==> src/rtl/agema_pkg.sv <==
// Package for the ADC range gate / EMA smoother: widths, fixed-point constants,
// register indexes and the Celsius conversion helper.
// No dependencies; every rtl file imports this package.
package agema_pkg;

  localparam int RAW_BITS  = 12;
  localparam int FRAC_BITS = 16;
  localparam int OUT_W     = 25;

  // Gain is unsigned Q(1.FRAC_BITS); volts stay below 2.0, so the quotient
  // also needs FRAC_BITS+1 bits.
  localparam int GAIN_W = FRAC_BITS + 1;
  localparam int Q_W    = FRAC_BITS + 1;

  // Volts = floor(raw * 18 * 2^FRAC_BITS / (10 * (2^RAW_BITS - 1))).
  localparam int RAW18_W = RAW_BITS + 5;
  localparam int NUM_W   = RAW18_W + FRAC_BITS;
  localparam int DEN_W   = RAW_BITS + 4;
  localparam logic [DEN_W-1:0] VOLT_DEN = DEN_W'(10 * ((1 << RAW_BITS) - 1));

  localparam logic [GAIN_W-1:0] ONE_Q = GAIN_W'(1 << FRAC_BITS);
  localparam logic signed [OUT_W-1:0] CELSIUS_OFS = OUT_W'(50 * (1 << FRAC_BITS));

  // Serial step counts.
  localparam int DIV_CNT_W = $clog2(Q_W);
  localparam int MUL_CNT_W = $clog2(GAIN_W);
  localparam int DIFF_W    = OUT_W + 1;
  localparam int HI_W      = DIFF_W + 1;
  localparam int SCALED_W  = HI_W + 1;

  // Configuration port.
  localparam int CFG_ADDR_W = 2;
  localparam int CFG_DATA_W = GAIN_W;

  typedef enum logic [CFG_ADDR_W-1:0] {
    REG_LOW_LIMIT  = 2'd0,
    REG_HIGH_LIMIT = 2'd1,
    REG_GAIN       = 2'd2,
    REG_TEMP_MODE  = 2'd3
  } agema_reg_t;

  // 100 * volts - 50.0, built from shifts: 100 = 64 + 32 + 4.
  function automatic logic signed [OUT_W-1:0] to_celsius(input logic [Q_W-1:0] volts);
    logic signed [OUT_W-1:0] v;
    v = OUT_W'(volts);
    return (v <<< 6) + (v <<< 5) + (v <<< 2) - CELSIUS_OFS;
  endfunction

endpackage

==> src/rtl/agema_div.sv <==
// Bit-serial restoring divider: raw count to volts, one quotient bit a cycle.
// Depends on agema_pkg.
module agema_div
  import agema_pkg::*;
(
  input  logic                clk,
  input  logic                rst,
  input  logic                start,
  input  logic [RAW_BITS-1:0] raw,
  output logic                done,
  output logic [Q_W-1:0]      volts
);

  logic [NUM_W-1:0]     num;
  logic [DEN_W-1:0]     rem;
  logic [Q_W-1:0]       qsh;
  logic [DIV_CNT_W-1:0] cnt;
  logic                 busy;
  logic [DEN_W:0]       partial;
  logic [DEN_W:0]       trial;

  assign num     = {RAW18_W'({raw, 4'b0000}) + RAW18_W'({raw, 1'b0}), FRAC_BITS'(0)};
  assign partial = {rem, qsh[Q_W-1]};
  assign trial   = partial - {1'b0, VOLT_DEN};
  assign volts   = qsh;

  always_ff @(posedge clk) begin
    if (rst) begin
      busy <= 1'b0;
      done <= 1'b0;
      cnt  <= '0;
    end else begin
      done <= 1'b0;
      if (start) begin
        // Upper bits are below the divisor since the quotient fits Q_W bits.
        rem  <= num[NUM_W-1:Q_W];
        qsh  <= num[Q_W-1:0];
        cnt  <= '0;
        busy <= 1'b1;
      end else if (busy) begin
        // Shift in the next numerator bit, shift out one quotient bit.
        if (!trial[DEN_W]) begin
          rem <= trial[DEN_W-1:0];
          qsh <= {qsh[Q_W-2:0], 1'b1};
        end else begin
          rem <= partial[DEN_W-1:0];
          qsh <= {qsh[Q_W-2:0], 1'b0};
        end
        cnt <= cnt + 1'b1;
        if (cnt == DIV_CNT_W'(Q_W - 1)) begin
          busy <= 1'b0;
          done <= 1'b1;
        end
      end
    end
  end

endmodule

==> src/rtl/agema_mul.sv <==
// Bit-serial shift-add multiplier: gain * (sample - average), floor-scaled
// by 2^FRAC_BITS. One gain bit per cycle. Depends on agema_pkg.
module agema_mul
  import agema_pkg::*;
(
  input  logic                       clk,
  input  logic                       rst,
  input  logic                       start,
  input  logic [GAIN_W-1:0]          gain,
  input  logic signed [DIFF_W-1:0]   diff,
  output logic                       done,
  output logic signed [SCALED_W-1:0] scaled
);

  logic signed [DIFF_W-1:0] d;
  logic signed [HI_W-1:0]   hi;
  logic [GAIN_W-1:0]        lo;
  logic [MUL_CNT_W-1:0]     cnt;
  logic                     busy;
  logic signed [HI_W-1:0]   addend;
  logic signed [HI_W-1:0]   sum;

  assign addend = lo[0] ? HI_W'(d) : '0;
  assign sum    = hi + addend;
  // Low product bits collect in lo; keep bit FRAC_BITS for the floor shift.
  assign scaled = {hi, lo[GAIN_W-1]};

  always_ff @(posedge clk) begin
    if (rst) begin
      busy <= 1'b0;
      done <= 1'b0;
      cnt  <= '0;
    end else begin
      done <= 1'b0;
      if (start) begin
        d    <= diff;
        hi   <= '0;
        lo   <= gain;
        cnt  <= '0;
        busy <= 1'b1;
      end else if (busy) begin
        hi  <= sum >>> 1;
        lo  <= {sum[0], lo[GAIN_W-1:1]};
        cnt <= cnt + 1'b1;
        if (cnt == MUL_CNT_W'(GAIN_W - 1)) begin
          busy <= 1'b0;
          done <= 1'b1;
        end
      end
    end
  end

endmodule

==> src/rtl/adc_range_gate_ema_smoother_top.sv <==
// ADC range gate with EMA smoother, top level. Uses agema_pkg, agema_div, agema_mul.
// Sequence for a valid count: ST_DIV runs the divider steps, then sees done and converts;
//   ST_CONV checks the seed, ST_MUL runs the multiplier steps and sees done, ST_DONE loads
//   the output register; the first sample skips the multiplier.
// Throughput: one item at a time, plus any wait for the output register; a rejected count
//   is dropped in idle. The bit-serial divider and multiplier loops take most of the time.
//   A held result does not block input.
// Reset (rst, synchronous): registers to their defaults, average unseeded, no result.
module adc_range_gate_ema_smoother_top
  import agema_pkg::*;
(
  input  logic                  clk,
  input  logic                  rst,
  // Input stream
  input  logic                  s_tvalid,
  output logic                  s_tready,
  input  logic [15:0]           s_tdata,   // [11:0] raw_count, rest zero
  input  logic                  s_tuser,   // [0] read_ok
  // Result stream
  output logic                  m_tvalid,
  input  logic                  m_tready,
  output logic [55:0]           m_tdata,   // [24:0] sample_value, [49:25] smoothed_value
  output logic                  m_tuser,   // [0] watchdog_kick
  // Configuration writes
  input  logic                  cfg_we,
  input  logic [CFG_ADDR_W-1:0] cfg_addr,
  input  logic [CFG_DATA_W-1:0] cfg_wdata
);

  typedef enum logic [2:0] {
    ST_IDLE,
    ST_DIV,
    ST_CONV,
    ST_MUL,
    ST_DONE
  } state_t;

  state_t state;

  // Configuration registers
  logic [RAW_BITS-1:0] low_limit;
  logic [RAW_BITS-1:0] high_limit;
  logic [GAIN_W-1:0]   smoothing_gain;
  logic                temperature_mode;

  // Filter state and working registers
  logic                    seeded;
  logic signed [OUT_W-1:0] average;
  logic signed [OUT_W-1:0] sample;
  logic signed [OUT_W-1:0] avg_new;

  logic signed [OUT_W-1:0] sample_out;
  logic signed [OUT_W-1:0] smoothed_out;

  // Datapath hookup
  logic [RAW_BITS-1:0]       raw_count;
  logic                      in_xfer;
  logic                      in_pass;
  logic                      div_done;
  logic [Q_W-1:0]            volts;
  logic                      mul_start;
  logic                      mul_done;
  logic [GAIN_W-1:0]         gain_sat;
  logic signed [DIFF_W-1:0]  diff;
  logic signed [SCALED_W-1:0] scaled;
  logic                      out_free;

  assign raw_count = s_tdata[RAW_BITS-1:0];
  assign s_tready  = (state == ST_IDLE);
  assign in_xfer   = s_tvalid && s_tready;
  // Gate: read must succeed and the count must sit in the inclusive window.
  assign in_pass   = in_xfer && s_tuser && (raw_count >= low_limit) &&
                     (raw_count <= high_limit);

  // Saturate gain at one; a larger weight would overshoot the sample.
  assign gain_sat  = (smoothing_gain > ONE_Q) ? ONE_Q : smoothing_gain;
  assign diff      = DIFF_W'(sample) - DIFF_W'(average);
  assign mul_start = (state == ST_CONV) && seeded;

  // Output register is free once empty or its transfer completes this cycle.
  assign out_free  = !m_tvalid || m_tready;

  assign m_tdata   = {6'b0, smoothed_out, sample_out};
  assign m_tuser   = 1'b1;

  agema_div u_div (
    .clk   (clk),
    .rst   (rst),
    .start (in_pass),
    .raw   (raw_count),
    .done  (div_done),
    .volts (volts)
  );

  agema_mul u_mul (
    .clk    (clk),
    .rst    (rst),
    .start  (mul_start),
    .gain   (gain_sat),
    .diff   (diff),
    .done   (mul_done),
    .scaled (scaled)
  );

  // Configuration writes; the host must write only while no item is in flight; the block does not enforce it.
  always_ff @(posedge clk) begin
    if (rst) begin
      low_limit        <= '0;
      high_limit       <= RAW_BITS'((1 << RAW_BITS) - 1);
      smoothing_gain   <= GAIN_W'(1 << (FRAC_BITS - 2));
      temperature_mode <= 1'b0;
    end else if (cfg_we) begin
      unique case (agema_reg_t'(cfg_addr))
        REG_LOW_LIMIT:  low_limit        <= cfg_wdata[RAW_BITS-1:0];
        REG_HIGH_LIMIT: high_limit       <= cfg_wdata[RAW_BITS-1:0];
        REG_GAIN:       smoothing_gain   <= cfg_wdata[GAIN_W-1:0];
        REG_TEMP_MODE:  temperature_mode <= cfg_wdata[0];
        default:        ;
      endcase
    end
  end

  // Sequencer: gate, divide, convert, multiply, hand off to output register.
  always_ff @(posedge clk) begin
    if (rst) begin
      state    <= ST_IDLE;
      seeded   <= 1'b0;
      average  <= '0;
      m_tvalid <= 1'b0;
    end else begin
      // Retire a completed transfer unless a new result loads this cycle.
      if (m_tready && (state != ST_DONE)) begin
        m_tvalid <= 1'b0;
      end
      unique case (state)
        ST_IDLE: begin
          // Drop failed or out-of-window reads without touching state.
          if (in_pass) begin
            state <= ST_DIV;
          end
        end
        ST_DIV: begin
          if (div_done) begin
            sample <= temperature_mode ? to_celsius(volts) : OUT_W'(volts);
            state  <= ST_CONV;
          end
        end
        ST_CONV: begin
          // First valid sample seeds the average directly.
          if (seeded) begin
            state <= ST_MUL;
          end else begin
            avg_new <= sample;
            state   <= ST_DONE;
          end
        end
        ST_MUL: begin
          // avg + floor(g * (s - avg) / 2^FRAC_BITS) equals the weighted mix.
          if (mul_done) begin
            avg_new <= average + scaled[OUT_W-1:0];
            state   <= ST_DONE;
          end
        end
        ST_DONE: begin
          // Hold here until the output register can take the result.
          if (out_free) begin
            m_tvalid     <= 1'b1;
            sample_out   <= sample;
            smoothed_out <= avg_new;
            average      <= avg_new;
            seeded       <= 1'b1;
            state        <= ST_IDLE;
          end else begin
            m_tvalid     <= 1'b1;
          end
        end
        default: state <= ST_IDLE;
      endcase
    end
  end

endmodule

==> config.mk <==
export PLATFORM = sky130hd
export DESIGN_NAME = adc_range_gate_ema_smoother_top
export DESIGN_NICKNAME = d
export VERILOG_FILES = /design/src/rtl/agema_pkg.sv /design/src/rtl/agema_div.sv /design/src/rtl/agema_mul.sv /design/src/rtl/adc_range_gate_ema_smoother_top.sv
export SDC_FILE = /design/constraint.sdc
export NUM_CORES = 1
export LEC_CHECK = 0
export ABC_AREA = 0
export ABC_CLOCK_PERIOD_IN_PS = 8900
export BUFFER_PORTS_ARGS = -buffer_cell sky130_fd_sc_hd__buf_2
export CAP_MARGIN = 0
export CORE_MARGIN = 1.5
export CORE_UTILIZATION = 45
export CTS_BUF_LIST = sky130_fd_sc_hd__clkbuf_16
export CTS_CLUSTER_SIZE = 24
export DETAILED_ROUTE_END_ITERATION = 8
export PLACE_DENSITY_LB_ADDON = 0.12
export SLEW_MARGIN = 25
export SYNTH_ARGS = -nofsm -noshare
export SYNTH_HDL_FRONTEND = slang
export SYNTH_SLANG_ARGS = --single-unit
==> constraint.sdc <==
create_clock -name clk -period 8.9 [get_ports clk]
set_input_delay 0.445 -clock clk [delete_from_list [all_inputs] [get_ports clk]]
set_output_delay 0.445 -clock clk [all_outputs]
set_load 0.01 [all_outputs]
==> results of run 1 <==
-- registers in the layout, summed over array words and instances (netlist names), 12 cells and up --
name / cells
average: 25
avg_new: 25
high_limit: 12
low_limit: 12
sample: 25
sample_out: 25
smoothed_out: 25
smoothing_gain: 17
u_div.rem: 16
u_div.volts: 17
u_mul.d: 26
u_mul.hi: 26
u_mul.lo: 17
-- worst paths after layout --
path              cells after the start            from  slack [ns]                  to
setup / recovery                     13  u_div.volts[1]        5.31          sample[17]
hold reg to reg                       0      avg_new[8]        0.44     smoothed_out[8]
hold / removal                        3   cfg_wdata[14]        0.12  smoothing_gain[14]
setup reg to reg                     13  u_div.volts[1]        5.31          sample[17]
-- synthesized netlist by cell type, drive strengths merged (21+ instances only) --
library cell,instances
dfxtp,86
mux2i,23
and2,38
xnor2,52
nand2,207
a21o,43
inv,128
nand3,21
xor2,41
ha,150
clkbuf,62
nand4,24
a31oi,26
edfxtp,202
nor3,22
o21ai,95
nor2,152
a21oi,156
-- logic make-up after synthesis --
group,Yosys count
flip-flops,288
multiplexers,26
buffers and inverters,205
AND/OR/NAND/NOR,558
adder cells (fa/ha/maj),168
XOR/XNOR,93
other,2
AO/OA/AOI/OAI,465
-- metal layers --
metal,GRT usage,wire (um)
met5,0,25
met4,0.0910,1550
met3,0.0344,1950
met2,0.360,20300
met1,0.285,20200
-- worst max-delay path, cell delays in order, from the launching register on --
cell and delay (ns):
sky130_fd_sc_hd__edfxtp_1 0.39, sky130_fd_sc_hd__inv_1 0.11, sky130_fd_sc_hd__fa_1 0.54, sky130_fd_sc_hd__inv_1 0.04, sky130_fd_sc_hd__ha_1 0.28, sky130_fd_sc_hd__ha_1 0.23, sky130_fd_sc_hd__fa_1 0.42, sky130_fd_sc_hd__a211oi_1 0.29
sky130_fd_sc_hd__o21ai_1 0.16, sky130_fd_sc_hd__a21o_1 0.18, sky130_fd_sc_hd__a21oi_1 0.22, sky130_fd_sc_hd__o21ai_0 0.15, sky130_fd_sc_hd__xor2_1 0.16, sky130_fd_sc_hd__and2_1 0.16
-- power by group --
| group | internal (mW) | total, mW | switching (mW) |
|---|---|---|---|
| registers | 1.44 | 1.46 | 0.0135 |
| clock network | 0.919 | 1.52 | 0.596 |
| logic | 0.135 | 0.321 | 0.187 |
-- final cells by class --
type	count	area, um^2	area share
diodes	1	2.50	0.000126
clock buffers	36	901	0.0454
clock inverters	29	319	0.0161
inverters	128	480	0.0242
multi-input cells	1317	9110	0.459
flip-flops and latches	288	7790	0.392
well taps	518	648	0.0327
repair buffers	105	591	0.0298
-- through the flow --
step	power, mW	setup slack [ns]
4_1_cts	3.33	5.31
3_5_place_dp	1.80	5.33
2_1_floorplan	1.73	4.98
6_report	3.29	5.31
5_1_grt	3.43	5.02
3_3_place_gp	1.80	5.33
-- layout by cell type, fill, tap and decap left out, types with 8 or more instances in the layout --
cell	instances
sky130_fd_sc_hd__o21bai_1	11
sky130_fd_sc_hd__a21oi_1	149
sky130_fd_sc_hd__o31a_1	9
sky130_fd_sc_hd__nor2b_1	19
sky130_fd_sc_hd__inv_1	138
sky130_fd_sc_hd__o21ai_0	84
sky130_fd_sc_hd__buf_4	17
sky130_fd_sc_hd__xor2_1	40
sky130_fd_sc_hd__o21a_1	18
sky130_fd_sc_hd__nand3b_1	8
sky130_fd_sc_hd__o21ai_1	10
sky130_fd_sc_hd__nand2b_1	19
sky130_fd_sc_hd__mux2i_1	23
sky130_fd_sc_hd__fa_1	18
sky130_fd_sc_hd__nor3_1	20
sky130_fd_sc_hd__a211o_1	17
sky130_fd_sc_hd__a31oi_1	26
sky130_fd_sc_hd__nand3_1	21
sky130_fd_sc_hd__and2_1	37
sky130_fd_sc_hd__ha_1	150
sky130_fd_sc_hd__edfxtp_1	202
sky130_fd_sc_hd__xnor2_1	52
sky130_fd_sc_hd__a21o_1	43
sky130_fd_sc_hd__dfxtp_1	86
sky130_fd_sc_hd__clkbuf_16	36
sky130_fd_sc_hd__nand2_1	207
sky130_fd_sc_hd__nor2_2	10
sky130_fd_sc_hd__nor2_1	139
sky130_fd_sc_hd__a22o_1	13
sky130_fd_sc_hd__and3_1	9
sky130_fd_sc_hd__a211oi_1	11
sky130_fd_sc_hd__nand4_1	24
sky130_fd_sc_hd__buf_2	87
==> metrics.txt, run 1 <==
run status=finished, final reports clean; wire length after detailed routing=around 44000 um; Highest Clock Rate=279 MHz; share of the synthesized netlist area taken by xor and xnor gates=0.0466; RSZ-0062 raised after global routing=false; post-route antenna net violation count=0; worst clock skew=0.0217 ns; maximum level of the CTS H-tree=2; number of antenna violations at the first check in global routing=3; total of fill cells in the finished design=around 3500; Final nets=about 2100; total number of clock tree sinks=between 200 and 300; post-synthesis compound-gate area fraction=0.174; flip-flop cell with the highest count after synthesis=sky130_fd_sc_hd__edfxtp_1; post-placement cell count=roughly 2400; Max Root-Sink Buffers=3; EDFF count, synth=about 200; count of state elements after synthesis=approximately 290; count of instances resized after the clock tree is built=0; setup fix buffers added after clock tree synthesis=0; Mapped Avg Cell Area=approximately 9.8 um^2; Gate Count Post-Synth=roughly 1800; biggest area contributors in the synthesized netlist=sky130_fd_sc_hd__edfxtp_1 (34%), sky130_fd_sc_hd__ha_1 (11%), sky130_fd_sc_hd__dfxtp_1 (9.8%); Critical Setup Path Class=register to register; Setup violations, final=0; Chip Height=slightly above 200 um; max-slew violations=0; total via count in the routed design=roughly 13000; via count of the first global-routing pass=about 13000; first-pass GRT wire length=approximately 69000 um; clock period minus worst slack=roughly 3.6 ns; async set or reset register ratio after synthesis=0; clock edge transition at the registers on the reported setup and hold paths=0.05 ns; clock tree from TritonCTS=built; ports placed on the boundary=100; total congestion overflow after global routing=0; clock insertion delay at the later pin of the skew report=roughly 0.55 ns; cell area reported after detailed placement=between 15000 and 20000 um^2; number of violations reported at the end of detailed-routing iteration 0=730; combinational family with the most area after synthesis=compound AO/OA/AOI/OAI gates; Setup Total Neg Slack=0 ns; dpl hpwl=32500 um; simple logic cell fraction of the synthesized area=0.150; global router's overall resource usage=0.218; leakage dissipation=7.97 nW; normalized max-slew margin=0.436; final worst path period share=0.403; Final Hold Fails=0; warnings from Yosys=0; via/cell ratio=~5.5; pin count of the biggest net entering global routing=49; Final Cell Area=between 15000 and 20000 um^2; Layout Cells excl Fill=between 2000 and 2500; synthesis-to-layout area growth=12.5%; mux contribution to synthesized area=0.0152; Row Count=between 70 and 80; area enclosed by the die boundary=roughly 40000 um^2; global placer's final weighted congestion=between 0.9 and 1; worst hold-check slack=around 0.12 ns; data arrival time at the worst-slack endpoint=between 3 and 4 ns; count of maximum capacitance violations=0; effective utilization at floorplan=0.457; share of layout cells above drive strength 1=0.111; share of synthesized area occupied by flip-flops and latches=0.441; worst vdd rail ir drop=approximately 0.13 mV; floorplan core area=approximately 39000 um^2; Worst setup EP type=register; post-synth top area share=0.344; Distinct cells, synth=94; Hold Buf Count CTS=0; final standard cell utilization of the core=0.513; dominant cell type by area after synthesis=sky130_fd_sc_hd__edfxtp_1; actual slew at the worst max-slew pin=0.846 ns; Root Buffer Master=sky130_fd_sc_hd__clkbuf_16; total DRC errors in the routed layout=0; synthesized area=17600 um^2; Max Fanout on Critical Path=3; cts bufs inserted=36; path category of the worst min-delay check=input port to register; # port buffers=88; Critical Path RT=a little over 9 ns; DR WL/cell=roughly 18 um; Power Density=about 170 nW/um^2; fraction of the mapped netlist area in adder cells=0.127; category of the worst setup path launch point=register; overall die width=201 um; number of iterations in the first detailed-routing pass=5
(Power assumes the default switching activity.)
==> inputs of run 2 (changes only) <==
Settings changed: ABC_CLOCK_PERIOD_IN_PS 8900 to 3140.
Clock period 8.9 ns to 3.14 ns, I/O delays scaled along.
==> run 2 against run 1 <==
Register-to-register slack lost 5.3 ns. Clock skew fell by 0.0049 ns. Worst setup slack worse by 5.3 ns. Cell area is 3.9% higher. Power increased to 2.9 times the previous value. First-iteration DRC count up 11%. Combinational power grew to 3.6 times the previous value. Largest cell class unchanged.
==> metrics.txt, run 2 (same netlist as run 1, synthesis figures left out) <==
run status=finished, final reports clean; cell area reported after detailed placement=19000 um^2 (+2.4%); switching portion of total power=0.243 (+0.00132); slowest cell delay on critical path=0.56 ns (+0.02 ns); largest registers=u_mul.d (26), u_mul.hi (26); total of fill cells in the finished design=3502 (-0.79%); clock edge transition at the registers on the reported setup and hold paths=0.06 ns (about the same); wire length after detailed routing=45600 um (+3.6%); # port buffers=88 (unchanged); Critical Path RT=3.44 ns (-5.75 ns); overall die width=201 um (unchanged); sequential cell fraction of total power=0.439 (-0.003); total congestion overflow after global routing=0 (unchanged); max-slew violations=0 (unchanged); effective utilization at floorplan=0.457 (unchanged); worst clock skew=0.0168 ns (-0.00487 ns); path category of the worst min-delay check=input port to register; Max Fanout on Critical Path=3 (unchanged); dpl hpwl=34100 um (+5.0%); first-pass GRT wire length=72300 um (+4.4%); final standard cell utilization of the core=0.533 (+0.0200); global placer's final weighted congestion=0.878 (-3.9%); post-route antenna net violation count=0 (unchanged); area enclosed by the die boundary=40400 um^2 (unchanged); launch point of the worst reg-to-reg path=u_div.volts[2]; via/cell ratio=5.46 (-0.13%); floorplan core area=38600 um^2 (unchanged); most common library cell in the layout ignoring fill and taps=sky130_fd_sc_hd__nand2_1; Worst R2R Path Depth=13 (unchanged); number of violations reported at the end of detailed-routing iteration 0=810 (+11%); Chip Height=201 um (unchanged); clock insertion delay at the later pin of the skew report=0.55 ns (about the same); total number of clock tree sinks=288 (unchanged); Critical Setup Path Class=register to register; clock period minus worst slack=3.10 ns (-0.485 ns); Max Root-Sink Buffers=3 (unchanged); normalized max-slew margin=0.448 (+0.0124); launch point of the worst path=u_div.volts[2]; DR WL/cell=18.2 um (+0.23%); number of iterations in the first detailed-routing pass=5 (unchanged); clock tree from TritonCTS=built; number of antenna violations at the first check in global routing=0 (-3); termination of the worst setup path=sample[17]; r2r setup slk=0.04 ns (-5.28 ns); most used cells in the layout excluding fill and tap cells=sky130_fd_sc_hd__nand2_1 (207), sky130_fd_sc_hd__edfxtp_1 (202), sky130_fd_sc_hd__a21oi_1 (146); Critical-path top delay cell=sky130_fd_sc_hd__fa_1; data arrival time at the worst-slack endpoint=3.40 ns (-0.48 ns); synthesis-to-layout area growth=16.8%; via count of the first global-routing pass=13400 (+4.6%); Final Cell Area=20600 um^2 (+3.9%); Row Count=72 (unchanged); Power Internal=7.12 mW (+190%); share of layout cells above drive strength 1=0.151 (+0.0403); total inserted antenna cells=0 (-1); Final nets=2166 (+3.9%); Final Hold Fails=0 (unchanged); Worst setup EP type=register; worst vdd rail ir drop=0.271 mV (+110%); worst setup slack before clock tree synthesis=-0.207 ns (-5.53 ns); share of total power in combinational logic=0.122 (+0.024); pin count of the biggest net entering global routing=47 (-4.1%); leakage dissipation=8.32 nW (+4.4%); Setup violations, final=0 (unchanged); final worst path period share=0.989 (+0.585); cell-by-cell listing of the critical path=inv_2 > fa_1 > inv_2 > ha_4 > ha_4 > fa_2 > a211oi_4 > o21ai_2 > a21o_1 > a21oi_2 > o21ai_1 > xor2_1 > and2_1; count of maximum capacitance violations=0 (unchanged); actual slew at the worst max-slew pin=0.828 ns (-0.0187 ns); Reg2Reg Capture Point=sample[17]; category of the worst setup path launch point=register; cts bufs inserted=36 (unchanged); Root Buffer Master=sky130_fd_sc_hd__clkbuf_16; global router's overall resource usage=0.226 (+0.00782); switching component of the power=2.29 mW (+190%); total DRC errors in the routed layout=0 (unchanged); Highest Clock Rate=322 MHz (+16%); source of the worst hold timing path=cfg_we; total via count in the routed design=13700 (+3.2%); Power Density=457 nW/um^2 (+170%); ports placed on the boundary=100 (unchanged); maximum level of the CTS H-tree=2 (unchanged); fin worst setup slack=0.0357 ns (-5.28 ns); Clk network pwr share=0.439 (-0.021); RSZ-0062 raised after global routing=true
run 2: changes by cell type in the layout (fill, tap and decap cells not counted), moves of 3 or more:
cell and change:
sky130_fd_sc_hd__ha_4 +9, sky130_fd_sc_hd__ha_1 -10, sky130_fd_sc_hd__o21ai_0 -6, sky130_fd_sc_hd__dlygate4sd3_1 +18
sky130_fd_sc_hd__inv_6 -4, sky130_fd_sc_hd__clkinv_1 +6, sky130_fd_sc_hd__buf_4 +62, sky130_fd_sc_hd__inv_1 -13
sky130_fd_sc_hd__inv_2 +11, sky130_fd_sc_hd__a21oi_2 +3, sky130_fd_sc_hd__a21oi_1 -3, sky130_fd_sc_hd__bufinv_16 -3
sky130_fd_sc_hd__o21ai_1 +4, sky130_fd_sc_hd__clkbuf_16 +3
run 2: layer usage:
layer | wire, um | part of all wire | track usage | up-vias
li1 | - | - | - | 6767
met1 | 20300 | 0.45 | 0.295 | 6439
met2 | 21600 | 0.47 | 0.381 | 360
met3 | 2220 | 0.049 | 0.0300 | 104
met4 | 1490 | 0.033 | 0.0875 | 0
met5 | 0 | 0 | 0 | -
run 2: power groups by stage:
stage	clock network, mW	logic, mW	registers [mW]
CTS	4.24	1.09	4.13
global route	4.37	1.28	4.14
global placement	0	1.02	4.21
detailed placement	0	1.03	4.21
finish	4.13	1.15	4.13
floorplan	0	0.715	4.20
run 2: final cells by class:
type                       instances  area, um^2  share of cell area
tap                              518         648              0.0314
sequential                       288        7790               0.378
timing repair buffer             186        1250              0.0606
clock buffer                      39         976              0.0473
multi-input combinational       1317        9260               0.449
clock inverter                    27         211              0.0103
inverter                         128         480              0.0233
run 2: how the worst min path moves through the flow:
stage,cells after the start,endpoint,slack [ns]
2_1_floorplan,1,high_limit[10],0.27
3_3_place_gp,3,smoothing_gain[14],0.37
3_5_place_dp,3,smoothing_gain[14],0.38
4_1_cts,4,temperature_mode,0.02
5_1_grt,4,temperature_mode,0.05
6_report,4,temperature_mode,0.04
run 2: worst max-delay path, delay by kind of cell, from the launching register on:
| family | cells | cell delay, ns |
|---|---|---|
| buffers and inverters | 2 | 0.13 |
| xor gates and xnor gates | 1 | 0.14 |
| AOI/OAI and AO/OA | 5 | 0.79 |
| adders and majority gates | 4 | 1.31 |
| DFF | 1 | 0.36 |
| and+or+nand+nor | 1 | 0.15 |
run 2: metrics by stage:
step           power, mW  std cells  TNS (ns)  hold slack [ns]
2_1_floorplan       4.91       1810   -0.0160            0.275
3_3_place_gp        5.23       2409    -0.466            0.374
3_5_place_dp        5.24       2409    -0.780            0.379
4_1_cts             9.46       2494    -0.132           0.0187
5_1_grt             9.78       2503    -0.328           0.0454
6_report            9.41       2503         0           0.0429
run 2: what timing repair did:
item | in CTS | in global routing
buffers inserted | 1 | 9
gates cloned | 0 | 0
pin swaps | 11 | 18
hold buffers | 18 | 0
gates resized for setup | 11 | 23
setup endpoints to repair | 8 | 17
endpoints found under the hold margin | 44 | 0
